===== src/rtl/njs_pkg.sv =====
// shared types, constants and pick rule for the nonpreemptive job scheduler
package njs_pkg;

  // table geometry
  localparam int MAX_JOBS = 64;
  localparam int IDX_W    = (MAX_JOBS > 1) ? $clog2(MAX_JOBS) : 1;
  localparam int CNT_W    = $clog2(MAX_JOBS + 1);

  // field widths
  localparam int TIME_W  = 24;
  localparam int ID_W    = 16;
  localparam int ARR_W   = 20;
  localparam int BURST_W = 16;
  localparam int PRIO_W  = 8;
  localparam int KEY_W   = 20;

  localparam logic [TIME_W-1:0] TIME_MAX = '1;

  // command codes
  typedef enum logic [1:0] {
    FUNC_LOAD  = 2'd0,
    FUNC_NEXT  = 2'd1,
    FUNC_CLEAR = 2'd2
  } func_e;

  // result status codes
  typedef enum logic [1:0] {
    STAT_LOADED = 2'd0,
    STAT_RUN    = 2'd1,
    STAT_FULL   = 2'd2,
    STAT_NONE   = 2'd3
  } status_e;

  // pick rules
  typedef enum logic [1:0] {
    POL_FCFS = 2'd0,
    POL_SJF  = 2'd1,
    POL_PRIO = 2'd2
  } policy_e;

  // one stored job, id in the low bits
  typedef struct packed {
    logic [PRIO_W-1:0]  prio;
    logic [BURST_W-1:0] burst;
    logic [ARR_W-1:0]   arr;
    logic [ID_W-1:0]    id;
  } job_t;

  // one run result, run id in the low bits
  typedef struct packed {
    logic              all_done;
    logic [TIME_W-1:0] busy_total;
    logic [TIME_W-1:0] waiting;
    logic [TIME_W-1:0] turnaround;
    logic              has_slice;
    logic [TIME_W-1:0] end_time;
    logic [TIME_W-1:0] start_time;
    logic [ID_W-1:0]   run_id;
  } res_t;

  localparam int IN_TDATA_W  = (($bits(job_t) + 7) / 8) * 8;
  localparam int OUT_TDATA_W = (($bits(res_t) + 7) / 8) * 8;

  // sort key of a job under the selected rule
  function automatic logic [KEY_W-1:0] pick_key(job_t j, logic [1:0] mode);
    logic [KEY_W-1:0] k;
    case (mode)
      POL_SJF:  k = KEY_W'(j.burst);
      POL_PRIO: k = KEY_W'(j.prio);
      default:  k = KEY_W'(j.arr);
    endcase
    return k;
  endfunction

  // true if job a wins over job b; full ties keep b
  function automatic logic beats(job_t a, job_t b, logic [1:0] mode);
    logic [KEY_W-1:0] ka;
    logic [KEY_W-1:0] kb;
    logic             w;
    ka = pick_key(a, mode);
    kb = pick_key(b, mode);
    if (ka != kb) begin
      w = (ka < kb);
    end else if (a.id != b.id) begin
      w = (a.id < b.id);
    end else begin
      w = (a.arr < b.arr);
    end
    return w;
  endfunction

endpackage


===== src/rtl/nonpreemptive_job_scheduler.sv =====
// nonpreemptive job scheduler: job table, two-pass scan sequencer and shared adder
//
// Commands arrive on the slave stream (func in tuser). A load or a clear has its
// result in the output register in the cycle after it is accepted. A next-run request
// scans the job table twice, one slot per cycle through the table's single
// registered read port: the first pass finds whether any pending job has arrived
// and the earliest pending arrival, the second pass picks the winner. Four more
// steps on one shared 24-bit add/subtract unit give end time, busy total,
// turnaround and waiting, and one step issues the result. The input is not ready while
// a next-run request is being served. A result that waits in the output register
// holds off the next command until it is taken.
module nonpreemptive_job_scheduler
  import njs_pkg::*;
(
  input  logic                   clk_i,
  input  logic                   rst_ni,
  // configuration write: policy_mode
  input  logic                   cfg_valid_i,
  output logic                   cfg_ready_o,
  input  logic [1:0]             cfg_data_i,
  // command stream
  input  logic                   s_axis_tvalid,
  output logic                   s_axis_tready,
  // tdata: job_id, arrival_time, burst_length, priority_level
  input  logic [IN_TDATA_W-1:0]  s_axis_tdata,
  // tuser: func
  input  logic [1:0]             s_axis_tuser,
  // result stream
  output logic                   m_axis_tvalid,
  input  logic                   m_axis_tready,
  // tdata: run_id, start_time, end_time, has_slice, turnaround, waiting,
  //        busy_total, all_done
  output logic [OUT_TDATA_W-1:0] m_axis_tdata,
  // tuser: status
  output logic [1:0]             m_axis_tuser
);

  // sequencer states
  localparam logic [2:0] S_IDLE   = 3'd0;
  localparam logic [2:0] S_SCAN_A = 3'd1;
  localparam logic [2:0] S_SCAN_B = 3'd2;
  localparam logic [2:0] S_END    = 3'd3;
  localparam logic [2:0] S_BUSY   = 3'd4;
  localparam logic [2:0] S_TURN   = 3'd5;
  localparam logic [2:0] S_WAIT   = 3'd6;
  localparam logic [2:0] S_OUT    = 3'd7;

  // job table
  job_t              mem_q [MAX_JOBS];
  job_t              rdata_q;
  logic              mem_we;
  logic [IDX_W-1:0]  mem_waddr;
  job_t              in_job;

  // control state
  logic [2:0]          state_q, state_d;
  logic [1:0]          policy_q, policy_d;
  logic [MAX_JOBS-1:0] fin_q, fin_d;
  logic [CNT_W-1:0]    ent_cnt_q, ent_cnt_d;
  logic [CNT_W-1:0]    fin_cnt_q, fin_cnt_d;
  logic [TIME_W-1:0]   cur_time_q, cur_time_d;
  logic [TIME_W-1:0]   busy_q, busy_d;
  logic [CNT_W-1:0]    idx_q, idx_d;
  logic                rd_vld_q, rd_vld_d;
  logic                rd_fin_q;
  logic [IDX_W-1:0]    rd_slot_q;
  logic                ready_q, ready_d;
  logic                have_min_q, have_min_d;
  logic                have_best_q, have_best_d;
  logic                m_valid_q, m_valid_d;

  // scan payload
  logic [TIME_W-1:0]  t_q, t_d;
  logic [ARR_W-1:0]   min_q, min_d;
  job_t               best_q, best_d;
  logic [IDX_W-1:0]   best_slot_q, best_slot_d;
  logic [TIME_W-1:0]  end_q, end_d;
  logic [TIME_W-1:0]  turn_q, turn_d;
  logic [TIME_W-1:0]  wait_q, wait_d;
  logic [1:0]         m_status_q, m_status_d;
  res_t               m_res_q, m_res_d;

  // shared add/subtract unit
  logic [TIME_W-1:0]  alu_a, alu_b;
  logic               alu_sub;
  logic [TIME_W:0]    alu_res;

  logic               out_free;
  logic               in_acc;
  logic               scanning;
  logic               scan_issue;
  logic               scan_done;
  logic [TIME_W-1:0]  rd_arr_ext;
  func_e              in_func;

  assign in_job     = job_t'(s_axis_tdata[$bits(job_t)-1:0]);
  assign in_func    = func_e'(s_axis_tuser);
  assign out_free   = !m_valid_q || m_axis_tready;
  assign s_axis_tready = (state_q == S_IDLE) && out_free;
  assign in_acc     = s_axis_tvalid && s_axis_tready;
  assign cfg_ready_o = 1'b1;

  assign scanning   = (state_q == S_SCAN_A) || (state_q == S_SCAN_B);
  assign scan_issue = scanning && (idx_q < ent_cnt_q);
  assign scan_done  = scanning && (idx_q == ent_cnt_q) && !rd_vld_q;
  assign rd_arr_ext = TIME_W'(rdata_q.arr);

  assign m_axis_tvalid = m_valid_q;
  assign m_axis_tuser  = m_status_q;
  assign m_axis_tdata  = OUT_TDATA_W'(m_res_q);

  // operand select for the shared unit
  always_comb begin
    alu_a   = '0;
    alu_b   = '0;
    alu_sub = 1'b0;
    unique case (state_q)
      S_END: begin
        alu_a = t_q;
        alu_b = TIME_W'(best_q.burst);
      end
      S_BUSY: begin
        alu_a = busy_q;
        alu_b = TIME_W'(best_q.burst);
      end
      S_TURN: begin
        alu_a   = end_q;
        alu_b   = TIME_W'(best_q.arr);
        alu_sub = 1'b1;
      end
      S_WAIT: begin
        alu_a   = turn_q;
        alu_b   = TIME_W'(best_q.burst);
        alu_sub = 1'b1;
      end
      default: begin
        alu_a = '0;
      end
    endcase
    alu_res = alu_sub ? ({1'b0, alu_a} - {1'b0, alu_b}) : ({1'b0, alu_a} + {1'b0, alu_b});
  end

  // sequencer and next-state logic
  always_comb begin
    state_d     = state_q;
    policy_d    = policy_q;
    fin_d       = fin_q;
    ent_cnt_d   = ent_cnt_q;
    fin_cnt_d   = fin_cnt_q;
    cur_time_d  = cur_time_q;
    busy_d      = busy_q;
    idx_d       = idx_q;
    rd_vld_d    = scan_issue;
    ready_d     = ready_q;
    have_min_d  = have_min_q;
    have_best_d = have_best_q;
    t_d         = t_q;
    min_d       = min_q;
    best_d      = best_q;
    best_slot_d = best_slot_q;
    end_d       = end_q;
    turn_d      = turn_q;
    wait_d      = wait_q;
    m_valid_d   = m_valid_q;
    m_status_d  = m_status_q;
    m_res_d     = m_res_q;
    mem_we      = 1'b0;
    mem_waddr   = ent_cnt_q[IDX_W-1:0];

    // output transaction taken
    if (m_valid_q && m_axis_tready) begin
      m_valid_d = 1'b0;
    end

    // register write
    if (cfg_valid_i && cfg_ready_o) begin
      policy_d = cfg_data_i;
    end

    if (scan_issue) begin
      idx_d = idx_q + 1'b1;
    end

    unique case (state_q)
      S_IDLE: begin
        if (in_acc) begin
          m_res_d = '0;
          case (in_func)
            FUNC_LOAD: begin
              m_valid_d = 1'b1;
              if (ent_cnt_q == CNT_W'(MAX_JOBS)) begin
                m_status_d = STAT_FULL;
              end else begin
                mem_we     = 1'b1;
                fin_d[ent_cnt_q[IDX_W-1:0]] = 1'b0;
                ent_cnt_d  = ent_cnt_q + 1'b1;
                m_status_d = STAT_LOADED;
              end
            end
            FUNC_CLEAR: begin
              m_valid_d  = 1'b1;
              fin_d      = '0;
              ent_cnt_d  = '0;
              fin_cnt_d  = '0;
              cur_time_d = '0;
              busy_d     = '0;
              m_status_d = STAT_LOADED;
            end
            FUNC_NEXT: begin
              if (fin_cnt_q >= ent_cnt_q) begin
                m_valid_d  = 1'b1;
                m_status_d = STAT_NONE;
              end else begin
                state_d     = S_SCAN_A;
                idx_d       = '0;
                t_d         = cur_time_q;
                ready_d     = 1'b0;
                have_min_d  = 1'b0;
                have_best_d = 1'b0;
              end
            end
            default: begin
              m_valid_d  = 1'b1;
              m_status_d = STAT_NONE;
            end
          endcase
        end
      end
      S_SCAN_A: begin
        // readiness and earliest pending arrival
        if (rd_vld_q && !rd_fin_q) begin
          if (rd_arr_ext <= t_q) begin
            ready_d = 1'b1;
          end
          if (!have_min_q || (rdata_q.arr < min_q)) begin
            min_d      = rdata_q.arr;
            have_min_d = 1'b1;
          end
        end
        if (scan_done) begin
          state_d = S_SCAN_B;
          idx_d   = '0;
          if (!ready_q) begin
            t_d = TIME_W'(min_q);
          end
        end
      end
      S_SCAN_B: begin
        // best arrived pending job
        if (rd_vld_q && !rd_fin_q && (rd_arr_ext <= t_q)) begin
          if (!have_best_q || beats(rdata_q, best_q, policy_q)) begin
            best_d      = rdata_q;
            best_slot_d = rd_slot_q;
            have_best_d = 1'b1;
          end
        end
        if (scan_done) begin
          state_d = S_END;
        end
      end
      S_END: begin
        end_d   = alu_res[TIME_W] ? TIME_MAX : alu_res[TIME_W-1:0];
        state_d = S_BUSY;
      end
      S_BUSY: begin
        busy_d  = alu_res[TIME_W] ? TIME_MAX : alu_res[TIME_W-1:0];
        state_d = S_TURN;
      end
      S_TURN: begin
        turn_d  = alu_res[TIME_W-1:0];
        state_d = S_WAIT;
      end
      S_WAIT: begin
        wait_d  = alu_res[TIME_W] ? '0 : alu_res[TIME_W-1:0];
        state_d = S_OUT;
      end
      S_OUT: begin
        if (out_free) begin
          m_valid_d          = 1'b1;
          m_status_d         = STAT_RUN;
          m_res_d.run_id     = best_q.id;
          m_res_d.start_time = t_q;
          m_res_d.end_time   = end_q;
          m_res_d.has_slice  = (best_q.burst != '0);
          m_res_d.turnaround = turn_q;
          m_res_d.waiting    = wait_q;
          m_res_d.busy_total = busy_q;
          m_res_d.all_done   = (CNT_W'(fin_cnt_q + 1'b1) == ent_cnt_q);
          fin_d[best_slot_q] = 1'b1;
          fin_cnt_d          = fin_cnt_q + 1'b1;
          cur_time_d         = end_q;
          state_d            = S_IDLE;
        end
      end
      default: begin
        state_d = S_IDLE;
      end
    endcase
  end

  // control registers
  always_ff @(posedge clk_i or negedge rst_ni) begin
    if (!rst_ni) begin
      state_q     <= S_IDLE;
      policy_q    <= POL_FCFS;
      fin_q       <= '0;
      ent_cnt_q   <= '0;
      fin_cnt_q   <= '0;
      cur_time_q  <= '0;
      busy_q      <= '0;
      idx_q       <= '0;
      rd_vld_q    <= 1'b0;
      ready_q     <= 1'b0;
      have_min_q  <= 1'b0;
      have_best_q <= 1'b0;
      m_valid_q   <= 1'b0;
    end else begin
      state_q     <= state_d;
      policy_q    <= policy_d;
      fin_q       <= fin_d;
      ent_cnt_q   <= ent_cnt_d;
      fin_cnt_q   <= fin_cnt_d;
      cur_time_q  <= cur_time_d;
      busy_q      <= busy_d;
      idx_q       <= idx_d;
      rd_vld_q    <= rd_vld_d;
      ready_q     <= ready_d;
      have_min_q  <= have_min_d;
      have_best_q <= have_best_d;
      m_valid_q   <= m_valid_d;
    end
  end

  // payload registers
  always_ff @(posedge clk_i) begin
    t_q         <= t_d;
    min_q       <= min_d;
    best_q      <= best_d;
    best_slot_q <= best_slot_d;
    end_q       <= end_d;
    turn_q      <= turn_d;
    wait_q      <= wait_d;
    m_status_q  <= m_status_d;
    m_res_q     <= m_res_d;
    rd_fin_q    <= fin_q[idx_q[IDX_W-1:0]];
    rd_slot_q   <= idx_q[IDX_W-1:0];
  end

  // job table: one write port, one registered read port
  always_ff @(posedge clk_i) begin
    if (mem_we) begin
      mem_q[mem_waddr] <= in_job;
    end
    rdata_q <= mem_q[idx_q[IDX_W-1:0]];
  end

`ifndef SYNTH
  // never more finished jobs than loaded ones
  a_fin_le_ent: assert property (@(posedge clk_i) disable iff (!rst_ni)
    fin_cnt_q <= ent_cnt_q)
    else $error("finished count exceeds entry count");

  // a scan only runs while some job is pending
  a_busy_pending: assert property (@(posedge clk_i) disable iff (!rst_ni)
    (state_q != S_IDLE) |-> (fin_cnt_q < ent_cnt_q))
    else $error("sequencer busy with nothing pending");

  // the second pass always finds a winner
  a_best_found: assert property (@(posedge clk_i) disable iff (!rst_ni)
    (state_q == S_END) |-> have_best_q)
    else $error("no job picked after scan");

  // first pass always sees a pending arrival
  a_min_found: assert property (@(posedge clk_i) disable iff (!rst_ni)
    (state_q == S_SCAN_B) && $past(state_q == S_SCAN_A) |-> have_min_q)
    else $error("no pending arrival found");

  // waiting never exceeds turnaround in an issued run
  a_wait_le_turn: assert property (@(posedge clk_i) disable iff (!rst_ni)
    m_valid_q && (m_status_q == STAT_RUN) |-> (m_res_q.waiting <= m_res_q.turnaround))
    else $error("waiting exceeds turnaround");
`endif

endmodule


===== config.mk =====
export PLATFORM = sky130hd
export DESIGN_NAME = nonpreemptive_job_scheduler
export DESIGN_NICKNAME = d
export VERILOG_FILES = /design/src/rtl/njs_pkg.sv /design/src/rtl/nonpreemptive_job_scheduler.sv
export SDC_FILE = /design/constraint.sdc
export NUM_CORES = 2
export LEC_CHECK = 0
export ABC_CLOCK_PERIOD_IN_PS = 6200
export BUFFER_PORTS_ARGS = -buffer_cell sky130_fd_sc_hd__buf_2
export CAP_MARGIN = 15
export CORE_MARGIN = 2
export CORE_UTILIZATION = 45
export DETAILED_ROUTE_END_ITERATION = 6
export SLEW_MARGIN = 15
export SYNTH_ARGS = -nofsm -noshare
export SYNTH_HDL_FRONTEND = slang
export SYNTH_SLANG_ARGS = --single-unit

===== constraint.sdc =====
create_clock -name clk_i -period 6.2 [get_ports clk_i]
set_input_delay 0 -clock clk_i [delete_from_list [all_inputs] [get_ports clk_i]]
set_output_delay 0 -clock clk_i [all_outputs]
set_load 0.05 [all_outputs]

* Yosys cells after proc, flatten, opt, wreduce, memory -nomap -nowiden
Memory sizes are Yosys's and may differ from the RTL's. A register that Yosys moved wholly into a read port is not among the register bits.
Index checks and enable logic that the tools add are counted.
Widths: inputs -> output; s select.
** Operators by class
- Reductions and logical operators :: 42
- Bitwise operators :: 3
- Order comparisons :: 12
- Equal/unequal tests :: 33
- Add/sub/neg operators :: 5
- Muxes and demuxes :: 89
** Operators by type and width (number)
- $mux 138 :: 2
- $pmux 138 s2 :: 1
- $pmux 64 s2 :: 2
- $mux 24 :: 9
- $mux 64 :: 3
- $pmux 24 s2 :: 3
- $pmux 20 s2 :: 3
- $pmux 24 s4 :: 1
- $mux 20 :: 4
- $and 64x64->64 :: 1
- $not 64->64 :: 1
- $or 64x64->64 :: 1
- $mux 7 :: 9
- $lt 20x20->1 :: 3
- $pmux 7 s2 :: 3
- $reduce_and 6->1 :: 5
- $mux 1 :: 28
- $add 24x24->25 :: 1
- $mux 25 :: 1
- $sub 24x24->25 :: 1
- $le 20x24->1 :: 1
- $pmux 3 s8 :: 1
- $add 7x1->7 const B :: 3
- $lt 6x7->1 const B :: 3
- other kinds (36) :: 94
** Storage, ports and cells
- Memory bits (writable) :: 3840
- Output and inout bits :: 149
- Memories kept :: 1
- Bits of input ports :: 73
- Bits in registers :: 472
- Word-level logic and storage cells :: 219
** Memories
- mem_q :: words 64, bits a word 60, read ports 1, clocked after memory_dff 1, wr ports 1, line nonpreemptive_job_scheduler.sv:49 : job_t mem_q [MAX_JOBS];

* Depth between registers and ports, before layout
- Word-level depth :: 13
- Gate-level depth with buffers :: 24
- Mapped depth without buffers :: 19

* Worst setup path after synthesis
No wires, ideal clock.
- Path kind :: register to register
- From :: register policy_q[0]
- To :: register best_q[0] (netlist name), enable pin
- Path buffers :: 2
- Data required time :: 5.671 ns
- Slack :: -0.423 ns
- Stages on the path, launching flop included :: 13
- Data arrival time :: 6.094 ns
- Setup time :: 0.529 ns
- Path through :: dfrtp_1 inv_1 ha_1 clkbuf_1 clkbuf_1 nand2_1 ha_1 nand4_1 nor2_1 nand3_1 nor3_1 or4b_2 a31oi_1
** On the way
- Word-level cells in the longest chain between the ends :: 10
** Ends and longest elaborated chain
- start: declaration :: line nonpreemptive_job_scheduler.sv:57 : logic [1:0] policy_q, policy_d;
- start signal: assignment :: line nonpreemptive_job_scheduler.sv:319 : policy_q <= policy_d;
- $eq 2x2->1 / $eq 2x1->1 (equally long branches) :: line njs_pkg.sv:67 : case (mode)
- $pmux 20 s2 :: line njs_pkg.sv:67
- $mux 20 :: line nonpreemptive_job_scheduler.sv:250 : if (rd_vld_q && !rd_fin_q && (rd_arr_ext <= t_q)) begin
- $mux 20 :: line nonpreemptive_job_scheduler.sv:184 : unique case (state_q)
- $lt 20x20->1 / $ne 20x20->1 (equally long branches) :: line njs_pkg.sv:83, njs_pkg.sv:82
- $mux 1 (*) :: line njs_pkg.sv:82 : if (ka != kb) begin
- $mux 1 (*) :: line nonpreemptive_job_scheduler.sv:250
- $mux 1 (*) :: line nonpreemptive_job_scheduler.sv:184
- $logic_or 1x1->1 (*) :: line nonpreemptive_job_scheduler.sv:251 : if (!have_best_q || beats(rdata_q, best_q, policy_q)) begin
- $reduce_and 3->1 (no line) (*)
- end signal: assignment :: line nonpreemptive_job_scheduler.sv:338 : best_q <= best_d;
- end: declaration :: line nonpreemptive_job_scheduler.sv:75 : job_t best_q, best_d;
Mark *: on every way between the ends. The rest lies on a longest branch, timed or not. The select of a mux whose other input is x is not followed.
A chain may end at the register's enable or synchronous reset.

* Worst setup path after layout
- From :: register state_q[1]
- To :: register wait_q[20] (data pin)
** On the way
- Word-level cells in the longest chain between the ends :: 5
** Ends and longest elaborated chain
- start: declaration :: line nonpreemptive_job_scheduler.sv:56 : logic [2:0] state_q, state_d;
- start signal: assignment :: line nonpreemptive_job_scheduler.sv:318 : state_q <= state_d;
- $eq 3x3->1 / $eq 3x2->1 (equally long branches) :: line nonpreemptive_job_scheduler.sv:117 : unique case (state_q)
- $reduce_or 3->1 (no line)
- $pmux 20 s2 :: line nonpreemptive_job_scheduler.sv:117
- $add 24x24->25 / $sub 24x24->25 (equally long branches) :: line nonpreemptive_job_scheduler.sv:140 : alu_res = alu_sub ? ({1'b0, alu_a} - {1'b0, alu_b}) : ({1'b0, alu_a} + {1'b0, alu_b});
- $mux 25 (*) :: line nonpreemptive_job_scheduler.sv:140
- end signal: assignment :: line nonpreemptive_job_scheduler.sv:342 : wait_q <= wait_d;
- end: declaration :: line nonpreemptive_job_scheduler.sv:79 : logic [TIME_W-1:0] wait_q, wait_d;
Mark *: on every way between the ends. The rest lies on a longest branch, timed or not.

==> impl_results.md <==
- Max cap viols: 0
- Die W: 619 um
- Ys Warns: 0
- Worst EP arrival: 6260 ps
- Area leader, netlist: edfxtp_1
- Number of setup violations in the final report: 0
- RSZ-0062 raised after global routing: false
- Setup WS pre-CTS: 704 ps
- Psw: 11.9 mW
- Worst-path clk slew: 60 ps
- Hold Vio Cnt, Final: 0
- Total wire length: 470000 um
- Worst slew pin tran: 1260 ps
- Synth-to-Final Area Change: 14.2%
- Core Area: 376000 sq um
- Pwr dens: 304 nW/um^2
- Initial antenna violation count: 42
- H-tree levels: 5
- Layout cells sized above 1: 0.292
- Setup TNS: 0 ps
- Startpoint Class: flop
- Wire length of the first global-routing pass: 659000 um
- Num CTS Buffers: 437
- Root buf cell: clkbuf_16
- Largest net degree at the start of global routing: 151
- Nets: 8437
- Prevailing post-synth register cell: edfxtp_1
- Gr usage total: 0.245
- Finished Layout Cells: 13600
- Post-Synthesis Cells: 7663
- CTS tree: yes
- Final HPWL DP: 251000 um
- Register area share after synthesis: 0.762
- Worst-Skew Late Latency: 1000 ps
- Max Fclk: 180 MHz
- Area contributors post-synth: edfxtp_1 73%, mux4_2 17%, dfrtp_1 2.1%, ha_1 1.1%, dfxtp_1 0.79%
- Row count: 225
- Routability Congestion: 0.851
- Routed Antenna Nets: 0
- 1st-pass router iterations: 5
- Flop2flop setup slack: 650 ps
- I/O Buffers: 210
- Pint: 47.3 mW
- Placed cells: 12700
- Post-CTS setup buffer count: 0
- Post-synth ARST share: 0.0327
- Gr ovfl total: 0
- Clock network power share: 0.444
- WL/cell: 34.6 um
- Ports: 222
- Period utilization: 0.895
- Crit Path Class: flop to flop
- Syn avg cell area: 22.2 sq um
- DR vias/cell: 6.26
- Combinational cell fraction of total power: 0.010
- Number of global-route vias before repair: 84600
- DRC Markers: 0
- Status: complete, no violations
- Setup crit end kind: flop
- Sequential power share: 0.546
- Pins Over Slew Limit: 0
- Top-count cell post-synth: edfxtp_1
- Hold Crit Class: primary input to flop
- CP max FO: 38
- Initial DRC count: 10900
- Synth top area share: 0.734
- Slew Limit Headroom: 0.161
- Tmin final: 5550 ps
- Die H: 619 um
- WP data required: 6910 ps
- CTS max path bufs: 4
- Top cells by count, synth: 4162 x edfxtp_1, 1281 x mux4_2, 247 x clkbuf_1
- Vias: 85200
- Post-synth EDFFs: 4162
- Leak pwr: 64.7 nW
- Clock sink total: 4372
- Hold-fix buffers, CTS: 75
- Initial Util: 0.453
- Netlist cell types: 81
- Setup slack after layout: 648 ps
- Worst Clk Skew: 86.6 ps
- Sw Ratio: 0.201
- Mapped cell area: 170000 sq um
- Die area: 384000 sq um
- Largest vdd supply drop: 0.267 mV
- Post-cts resize count: 0
- Flops & latches, synth: 4372
-- area by class of cell --
| class | instances | area, sq um |
|---|---|---|
| flip-flops and latches | 4372 | 130000 |
| well taps | 4994 | 6250 |
| clock inverters | 268 | 2620 |
| inverters | 130 | 503 |
| multi-input cells | 2766 | 38900 |
| fillers | 29100 | 182000 |
| repair buffers | 513 | 4800 |
| diodes | 15 | 37.5 |
| clock buffers | 552 | 11600 |
-- registers in the layout, indices dropped and copies added (netlist names), 24 cells and up --
register / cells
t_q: 24
mem_q: 3840
best_q: 60
wait_q: 24
fin_q: 64
cur_time_q: 24
busy_q: 24
rdata_q: 40
m_axis_tdata: 138
turn_q: 24
end_q: 24
-- critical path: stages (launching register included) --
cell and delay, ps:
dfrtp_1 410, inv_1 100, ha_1 230, nand2_1 280, inv_2 180, buf_4 430, o21ai_1 160, o211a_4 200
o21ai_0 170, o21ai_0 110, a32o_1 230, ha_1 250, a21o_1 200, o311ai_0 400, nor2_1 190, a2111oi_2 500
o311a_1 260, and3_2 790, nor2_1 140
-- logic make-up (layout without fill, tap and decap cells) --
family          count (synthesis)  after routing  synth area share
compound gates                563            563            0.0203
xor+xnor                       43             43           0.00221
flops                        4372           4372             0.762
other cells                     2             22         0.0000441
mux                          1310           1310             0.171
simple gates                  699            699            0.0203
fa+ha+maj                     144            144            0.0106
buf+inv                       530           1463            0.0130
-- cells in the final DEF, fill, tap and decap left out, types with 39 or more instances in the layout --
cell type	netlist	final
edfxtp_1	4162	4162
mux4_2	1281	1281
clkbuf_16	0	441
buf_2	63	209
o21ai_0	193	191
nand2_1	185	184
a21oi_1	143	143
ha_1	143	141
dfrtp_1	143	137
nor2_1	195	129
buf_4	20	128
inv_1	123	121
and3_1	108	107
buf_12	0	98
clkbuf_1	247	97
clkinv_2	0	90
clkinv_1	1	88
nor2_4	10	75
dlygate4sd3_1	0	74
a22oi_1	71	71
dfxtp_1	67	67
a21o_1	39	39
-- through the flow --
| step | power [mW] | area (sq um) | utilization | hold WS (ps) |
|---|---|---|---|---|
| finish | 59.2 | 195000 | 0.517 | 47.3 |
| global route | 60.7 | 195000 | 0.517 | 65.2 |
| CTS | 59.5 | 194000 | 0.517 | 23.5 |
| detailed placement | 33.5 | 180000 | 0.477 | 77.3 |
| global placement | 33.4 | 179000 | 0.477 | 60.8 |
| floorplan | 33.0 | 170000 | - | -296 |
-- final timing paths --
path                                  from        endpoint  cells past startpoint
min reg2reg                   rd_slot_q[4]  best_slot_q[4]                      0
max reg2reg                     state_q[1]      wait_q[20]                     18
min                        s_axis_tuser[1]    ent_cnt_q[0]                      5
max in group asynchronous           rst_ni       fin_q[57]                      5
max                             state_q[1]      wait_q[20]                     18
min in group asynchronous           rst_ni     policy_q[1]                      4
-- power groups by stage --
| stage | Combinational [mW] | Clock (mW) | Sequential (mW) |
|---|---|---|---|
| 2_1_floorplan | 0.136 | 0 | 32.9 |
| 3_3_place_gp | 0.513 | 0 | 32.9 |
| 3_5_place_dp | 0.560 | 0 | 32.9 |
| 4_1_cts | 0.607 | 26.7 | 32.3 |
| 5_1_grt | 0.679 | 27.7 | 32.3 |
| 6_report | 0.607 | 26.3 | 32.3 |
-- layer usage --
metal | track usage | wire (um) | vias to the layer above
met5 | 0 | 138 | -
met4 | 0.0658 | 13000 | 20
met3 | 0.0393 | 39600 | 702
met2 | 0.396 | 228000 | 4183
met1 | 0.350 | 189000 | 46800
li1 | - | - | 33500
No activity file was read; power rests on OpenSTA's default activity.
